[src/design/bbg_pkg.sv]
// Shared widths, register indexes, reset values and lane type of the gradient pixel block.
package bbg_pkg;

  localparam int CH_W        = 8;
  localparam int NUM_CH      = 3;
  localparam int NUM_CORNERS = 4;
  localparam int COORD_W     = 16;
  localparam int BLEND_W     = 9;
  localparam int BLEND_SHIFT = 8;
  localparam int RGB_W       = NUM_CH * CH_W;
  localparam int PAIR_W      = 2 * RGB_W;
  localparam int CFG_IDX_W   = 3;
  localparam int QUO_W       = 8;
  localparam int DIV_NUM_W   = CH_W + COORD_W;

  localparam logic [BLEND_W-1:0] BLEND_FULL = 9'd256;

  localparam logic [CFG_IDX_W-1:0] REG_TOP_LEFT     = 3'd0;
  localparam logic [CFG_IDX_W-1:0] REG_TOP_RIGHT    = 3'd1;
  localparam logic [CFG_IDX_W-1:0] REG_BOTTOM_LEFT  = 3'd2;
  localparam logic [CFG_IDX_W-1:0] REG_BOTTOM_RIGHT = 3'd3;
  localparam logic [CFG_IDX_W-1:0] REG_COLUMNS      = 3'd4;
  localparam logic [CFG_IDX_W-1:0] REG_ROWS         = 3'd5;

  localparam logic [PAIR_W-1:0]  RST_TOP_LEFT     = 48'hFF0000FFFF00;
  localparam logic [PAIR_W-1:0]  RST_TOP_RIGHT    = 48'h00FF0000FFFF;
  localparam logic [PAIR_W-1:0]  RST_BOTTOM_LEFT  = 48'h0000FFFF00FF;
  localparam logic [PAIR_W-1:0]  RST_BOTTOM_RIGHT = 48'hFFFFFFFFFFFF;
  localparam logic [COORD_W-1:0] RST_COLUMNS      = 16'd80;
  localparam logic [COORD_W-1:0] RST_ROWS         = 16'd24;

  typedef logic [CH_W-1:0] chan_t;

  // One interpolation: magnitude of (b - a) * num, its sign, and the start value a.
  typedef struct packed {
    logic [DIV_NUM_W-1:0] mag;
    logic                 neg;
    chan_t                base;
  } div_lane_t;

endpackage

[src/design/bbg_div.sv]
// Pipelined floor-divide-and-add unit: base + floor(+-mag / divisor), two quotient bits a stage.
module bbg_div #(
  parameter int LANES  = 6,
  parameter int SIDE_W = 16
) (
  input  logic                        clk_i,
  input  logic                        rst_ni,
  input  logic [bbg_pkg::COORD_W-1:0] divisor_i,
  input  logic                        in_valid_i,
  output logic                        in_ready_o,
  input  bbg_pkg::div_lane_t          in_lane_i [LANES],
  input  logic [SIDE_W-1:0]           in_side_i,
  output logic                        out_valid_o,
  input  logic                        out_ready_i,
  output bbg_pkg::chan_t              out_color_o [LANES],
  output logic [SIDE_W-1:0]           out_side_o
);
  import bbg_pkg::*;

  localparam int STEPS = 2;
  localparam int ST    = QUO_W / STEPS;
  localparam int S_ALL = ST + 1;
  localparam int QB    = $clog2(QUO_W);

  logic [S_ALL-1:0]     valid_q;
  logic [S_ALL:0]       ready;
  logic [DIV_NUM_W-1:0] rem_q  [ST][LANES];
  logic [QUO_W-1:0]     quo_q  [ST][LANES];
  logic                 neg_q  [ST][LANES];
  chan_t                base_q [ST][LANES];
  logic [SIDE_W-1:0]    side_q [S_ALL];
  chan_t                color_q [LANES];
  chan_t                color_d [LANES];

  assign ready[S_ALL] = out_ready_i;
  assign in_ready_o   = ready[0];

  for (genvar s = 0; s < S_ALL; s++) begin : g_ready
    assign ready[s] = !valid_q[s] || ready[s+1];
  end

  for (genvar s = 0; s < ST; s++) begin : g_step
    logic [DIV_NUM_W-1:0] rem_src  [LANES];
    logic [QUO_W-1:0]     quo_src  [LANES];
    logic                 neg_src  [LANES];
    chan_t                base_src [LANES];
    logic [SIDE_W-1:0]    side_src;
    logic                 valid_src;
    logic [DIV_NUM_W-1:0] rem_d    [LANES];
    logic [QUO_W-1:0]     quo_d    [LANES];

    if (s == 0) begin : g_first
      always_comb begin
        for (int l = 0; l < LANES; l++) begin
          rem_src[l]  = in_lane_i[l].mag;
          quo_src[l]  = '0;
          neg_src[l]  = in_lane_i[l].neg;
          base_src[l] = in_lane_i[l].base;
        end
        side_src  = in_side_i;
        valid_src = in_valid_i;
      end
    end else begin : g_next
      always_comb begin
        for (int l = 0; l < LANES; l++) begin
          rem_src[l]  = rem_q[s-1][l];
          quo_src[l]  = quo_q[s-1][l];
          neg_src[l]  = neg_q[s-1][l];
          base_src[l] = base_q[s-1][l];
        end
        side_src  = side_q[s-1];
        valid_src = valid_q[s-1];
      end
    end

    // restoring steps, most significant quotient bit first
    always_comb begin
      int                   k;
      logic [DIV_NUM_W-1:0] dsh;
      for (int l = 0; l < LANES; l++) begin
        rem_d[l] = rem_src[l];
        quo_d[l] = quo_src[l];
        for (int j = 0; j < STEPS; j++) begin
          k   = QUO_W - 1 - s * STEPS - j;
          dsh = DIV_NUM_W'(divisor_i) << k;
          if (rem_d[l] >= dsh) begin
            rem_d[l]          = rem_d[l] - dsh;
            quo_d[l][QB'(k)]  = 1'b1;
          end
        end
      end
    end

    always_ff @(posedge clk_i or negedge rst_ni) begin
      if (!rst_ni) begin
        valid_q[s] <= 1'b0;
      end else if (ready[s]) begin
        valid_q[s] <= valid_src;
      end
    end

    always_ff @(posedge clk_i) begin
      if (ready[s] && valid_src) begin
        rem_q[s]  <= rem_d;
        quo_q[s]  <= quo_d;
        neg_q[s]  <= neg_src;
        base_q[s] <= base_src;
        side_q[s] <= side_src;
      end
    end
  end

  // floor correction for negative quotients, then add the start value
  always_comb begin
    logic [CH_W+1:0] sum;
    logic            nz;
    for (int l = 0; l < LANES; l++) begin
      nz = |rem_q[ST-1][l];
      if (neg_q[ST-1][l]) begin
        sum = {2'b00, base_q[ST-1][l]} - {2'b00, quo_q[ST-1][l]} - {{(CH_W+1){1'b0}}, nz};
      end else begin
        sum = {2'b00, base_q[ST-1][l]} + {2'b00, quo_q[ST-1][l]};
      end
      color_d[l] = sum[CH_W-1:0];
    end
  end

  always_ff @(posedge clk_i or negedge rst_ni) begin
    if (!rst_ni) begin
      valid_q[ST] <= 1'b0;
    end else if (ready[ST]) begin
      valid_q[ST] <= valid_q[ST-1];
    end
  end

  always_ff @(posedge clk_i) begin
    if (ready[ST] && valid_q[ST-1]) begin
      color_q    <= color_d;
      side_q[ST] <= side_q[ST-1];
    end
  end

  assign out_valid_o = valid_q[ST];
  assign out_color_o = color_q;
  assign out_side_o  = side_q[ST];

endmodule

[config.mk]
export PLATFORM = sky130hd
export DESIGN_NAME = bbg_div
export DESIGN_NICKNAME = d
export VERILOG_FILES = /design/src/design/bbg_pkg.sv /design/src/design/bbg_div.sv
export SDC_FILE = /design/constraint.sdc
export NUM_CORES = 2
export LEC_CHECK = 0
export ABC_AREA = 1
export ABC_CLOCK_PERIOD_IN_PS = 12900
export BUFFER_PORTS_ARGS = -buffer_cell sky130_fd_sc_hd__buf_2
export CAP_MARGIN = 10
export CORE_ASPECT_RATIO = 1.5
export CORE_MARGIN = 2
export CORE_UTILIZATION = 45
export DETAILED_ROUTE_END_ITERATION = 8
export HOLD_SLACK_MARGIN = 0.1
export SLEW_MARGIN = 10
export SYNTH_ARGS = -nofsm -noshare
export SYNTH_HDL_FRONTEND = slang
export SYNTH_SLANG_ARGS = --single-unit
[constraint.sdc]
create_clock -name clk_i -period 12.9 [get_ports clk_i]
set_input_delay 0.645 -clock clk_i [delete_from_list [all_inputs] [get_ports clk_i]]
set_output_delay 0.645 -clock clk_i [all_outputs]
set_load 0.03 [all_outputs]
### After elaboration in Yosys (flattened, before gate mapping)

Memories as Yosys holds them, arrays and structs flattened.
Cells that the tools add are included.

| word-level totals | value |
|---|---|
| register bits after elaboration | 53 |
| bits in latches | 0 |
| bits in writable memories | 1064 |
| memory bits (read-only) | 0 |
| input port bits | 234 |
| output and inout port bits | 66 |
| word-level logic and storage cells | 239 |
| memories kept | 5 |

Memories:

| memory | depth | bits a word | rd ports | clocked after Yosys merged registers in | wr ports | RTL line | source |
|---|---|---|---|---|---|---|---|
| rem_q | 4 | 144 | 4 | 0 | 4 | bbg_div.sv:27 | `logic [DIV_NUM_W-1:0] rem_q [ST][LANES];` |
| base_q | 4 | 48 | 4 | 0 | 4 | bbg_div.sv:30 | `chan_t base_q [ST][LANES];` |
| quo_q | 4 | 48 | 4 | 0 | 4 | bbg_div.sv:28 | `logic [QUO_W-1:0] quo_q [ST][LANES];` |
| side_q | 5 | 16 | 5 | 0 | 5 | bbg_div.sv:31 | `logic [SIDE_W-1:0] side_q [S_ALL];` |
| neg_q | 4 | 6 | 4 | 0 | 4 | bbg_div.sv:29 | `logic neg_q [ST][LANES];` |

| operators by class | value |
|---|---|
| add/sub/neg operators | 66 |
| multiply operators | 0 |
| div/mod/pow operators | 0 |
| magnitude comparators | 48 |
| equal/unequal tests | 0 |
| shift operators | 0 |
| muxes and demuxes | 88 |
| bitwise operators | 0 |
| reductions and logical operators | 21 |

Operator list:

| operator | count |
|---|---|
| $mux 24 | 48 |
| $ge 24x16->1 | 6 |
| $ge 24x17->1 | 6 |
| $ge 24x18->1 | 6 |
| $ge 24x19->1 | 6 |
| $ge 24x20->1 | 6 |
| $ge 24x21->1 | 6 |
| $ge 24x22->1 | 6 |
| $ge 24x23->1 | 6 |
| $reduce_or 24->1 | 6 |
| $sub 24x16->24 | 6 |
| $sub 24x17->24 | 6 |
| $sub 24x18->24 | 6 |
| $sub 24x19->24 | 6 |
| $sub 24x20->24 | 6 |
| $sub 24x21->24 | 6 |
| $sub 24x22->24 | 6 |
| $sub 24x23->24 | 6 |
| $add 8x8->8 | 6 |
| $mux 8 | 6 |
| $sub 8x2->8 | 6 |
| $sub 8x8->8 | 6 |
| $mux 1 | 34 |
| $logic_and 1x1->1 | 5 |
| 2 further kinds | 10 |

### Longest topological paths before layout

| depth | value |
|---|---|
| depth after elaboration | 9 |
| gate-level depth with buffers | 31 |
| gate-level depth less buffers | 30 |

### Least setup slack after synthesis

Ideal clock, no wire load.

| path | value |
|---|---|
| path type | input -> register |
| from | input port out_ready_i |
| to | memory base_q[0][0] (netlist name) (enable) |
| arrival | 10045 ps |
| required time | 12104 ps |
| slack | 2059 ps |
| cell stages on the path | 10 |
| buffers on the path | 0 |
| path through | nor2_1 inv_1 nor2_1 inv_1 nor2_1 inv_1 nor2_1 inv_1 nor2_1 nor2_1 |

RTL lines:

| item | RTL line | source |
|---|---|---|
| from (decl) | bbg_div.sv:14 | `input logic out_ready_i,` |
| to (decl) | bbg_div.sv:30 |  |

==> impl_metrics.tcl <==
set metrics [dict create \
    hold_viol_final 0 \
    layout_common_cells "3389 x nand2_1, 1343 x inv_1, 956 x edfxtp_1" \
    synth_seq_area_share_pct 32.9 \
    crit_arrival_ns 7.20 \
    drc 0 \
    max-vdd-ir-drop_v 0.000121 \
    die_h_um 544 \
    synthAdderAreaFrac_pct 13.4 \
    htreeDepth 3 \
    hold_class "primary input to flip-flop" \
    syn_area_per_cell_sq_um 7.43 \
    die-width_um 364 \
    crit_path_end_kind "flip-flop" \
    synth_nets 12900 \
    worst-setup-path-type "primary input to flip-flop" \
    grt_antenna_before_repair 5 \
    synth_enable_flop_cells 956 \
    muxShareOfSynthArea_pct 0.0386 \
    whs_path_depth 1 \
    pin_count 300 \
    placed_area_sq_um 91900 \
    reg2reg_from "rem_q[0][39]$_DFFE_PP_" \
    netlist_area_sq_um 87600 \
    period_minus_slack_ns 6.80 \
    yosysTopAreaCellShare_pct 32.8 \
    ctsResizeCount 0 \
    clock_path_buffers 3 \
    synth_area_leaders "edfxtp_1 33%, nand2_1 15%, ha_1 12%" \
    netlist-cell-type-count 67 \
    synth-async-reset-ratio_pct 0.520 \
    synth_area_leader_cell "edfxtp_1" \
    finalSetupViolations 0 \
    dr.first_iter.drc_count 5644 \
    pre_cts_ws_ns 5.36 \
    clk_pin_slew_ns 0.06 \
    ys_ff_latch 961 \
    synthCells 11800 \
    layout_commonest_cell "nand2_1" \
    cts_buffers 95 \
    grtUsageTotal_pct 25.0 \
    area_delta_synth_final_pct 9.66 \
    synthSimpleGateAreaFrac_pct 26.4 \
    finalWirelength_mm 255 \
    worstHoldEndpoint "neg_q[0][2]$_DFFE_PP_" \
    start_util_pct 45.2 \
    holdBufCountCts 91 \
    setup_ws_ns 6.10 \
    cts_tree "yes" \
    yosys.area_share.xor_xnor_pct 7.02 \
    hold_start "in_lane_i[74]" \
    finalMaxSlewViolations 0 \
    crit_path_start_kind "primary input" \
    ff2ff_setup_slack_ns 7.03 \
    synthFlopType "edfxtp_1" \
    p_leak_nw 43.8 \
    relSlewSlack_pct 25.8 \
    holdWs_ns 0.152 \
    io_buffers 299 \
    period_share_pct 52.7 \
    layout.nets 13300 \
    rsz0062_at_grt "no" \
    r2r_end "rem_q[1][35]$_DFFE_PP_" \
    cp.required_ns 13.30 \
    final_cells 14800 \
    cts_setup_buffers 0 \
    first_pass_iters 9 \
    fin_worst_skew_ns 0.0396 \
    cts-root-buf "clkbuf_16" \
    gr-total-overflow 0 \
    place_hpwl_mm 197 \
    rows 198 \
    grt_pass1_vias 76700 \
    outcome "complete, no violations" \
    fmaxAchievable_mhz 147 \
    p_per_area_nw_per_um2 264 \
    critPathMaxFanout 35 \
    design_area_sq_um 96000 \
    die_area_sq_um 198000 \
    postRouteAntennaNets 0 \
    wire_per_inst_um 17.2 \
    grt_max_degree 126 \
    gp_congestion 0.957 \
    finalSetupTns_ns 0 \
    dp.cells 14600 \
    reg2regPathDepth 20 \
    drive_gt1_share_pct 5.63 \
    vias_per_cell 5.37 \
    core_sq_um 194000 \
    vias 79600 \
    yosys_warnings 0 \
    cap_violations 0 \
    worst_pin_slew_ns 1.11 \
    synth_top_family_by_area "simple AND/OR/NAND/NOR gates" \
    clock_sinks 961 \
    synth_compound_area_share_pct 13.2 \
    insertion_delay_ns 0.73 \
    grt_pass1_wl_mm 399 \
]
## synthesized netlist by cell type, drive strengths merged (6+ instances only)
| library cell | number |
|---|---|
| nor2 | 962 |
| nor4 | 73 |
| inv | 1382 |
| o21ai | 998 |
| clkbuf | 53 |
| o211ai | 8 |
| nor3 | 91 |
| o31ai | 10 |
| xnor2 | 377 |
| nand2 | 3430 |
| and3 | 14 |
| nand3b | 53 |
| a21o | 70 |
| a21oi | 856 |
| o21bai | 50 |
| edfxtp | 956 |
| fa | 66 |
| a211oi | 9 |
| nor3b | 10 |
| and2 | 11 |
| a221oi | 6 |
| ha | 834 |
| a21boi | 40 |
| nand3 | 617 |
| buf | 105 |
| a31oi | 57 |
| nand4 | 200 |
| o32ai | 6 |
| o21a | 29 |
| or2 | 43 |
| xor2 | 325 |
## metal layers
layer	routed length (um)	GRT usage [%]	vias up
li1	-	-	40500
met1	118000	33.7	36700
met2	118000	42.4	1978
met3	10700	1.91	396
met4	8360	8.11	0
met5	0	0	-
## logic make-up after synthesis
kind of cell               count (synthesis)
xor gates and xnor gates                 702
muxes                                      3
and+or+nand+nor                         5512
buffers and inverters                   1541
adders and majority gates                900
AOI/OAI and AO/OA                       2159
DFF                                      961
## sequential cells by signal (all words and copies together), names as in the netlist
signal and cells:
out_valid_o 1, quo_q 36, g_step.valid_src 3, out_color_o 48, neg_q 24, base_q 192
side_q 80, valid_q 1, rem_q 576
## power breakdown
group	switching [mW]	internal, mW	total, mW
sequential	0.584	5.28	5.86
clock	1.29	1.62	2.90
combinational	10.5	5.99	16.5
## worst max path at each step
stage | from | end | slack (ns)
after global placement | divisor_i[8] | rem_q[1][39]$_DFFE_PP_ | 5.45
after floorplan | out_ready_i | base_q[0][0]$_DFFE_PP_ | 2.06
after CTS | divisor_i[1] | rem_q[1][56]$_DFFE_PP_ | 6.16
after detailed placement | divisor_i[1] | rem_q[1][56]$_DFFE_PP_ | 5.36
final | divisor_i[8] | rem_q[1][35]$_DFFE_PP_ | 6.10
after global routing | divisor_i[8] | rem_q[1][39]$_DFFE_PP_ | 5.51
## per-stage QoR
stage / power (mW) / utilization, %
finish: 25.3 / 49.6
global route: 27.8 / 49.6
CTS: 25.2 / 49.6
detailed placement: 22.2 / 47.4
global placement: 22.0 / 47.4
floorplan: 18.5 / -
## cell type report
class | instances | area (sq um)
fillers | 19300 | 97700
multi-input cells | 9276 | 52700
flip-flops and latches | 961 | 28800
inverters | 1383 | 5250
well taps | 2600 | 3250
repair buffers | 433 | 2770
clock buffers | 102 | 2400
clock inverters | 73 | 836
diodes | 2 | 5.00
## critical path: stages
cell and delay [ns]:
buf_2 0.11, inv_4 0.32, buf_4 0.49, buf_4 0.52, ha_1 0.38, a21oi_1 0.25
o21ai_0 0.16, a21oi_1 0.14, nand2_1 0.14, nand2_1 0.09, nand2_1 0.35, inv_1 0.62
o21ai_0 0.28, ha_1 0.39, a21oi_1 0.14, o21ai_1 0.11, a21oi_1 0.23, o21ai_1 0.18
nand3_1 0.11, nand3_1 0.13, nor2_1 0.12, nand3_1 0.11, nor2_2 0.86, o21ai_0 0.26
Power figures use the tool's default switching activity.
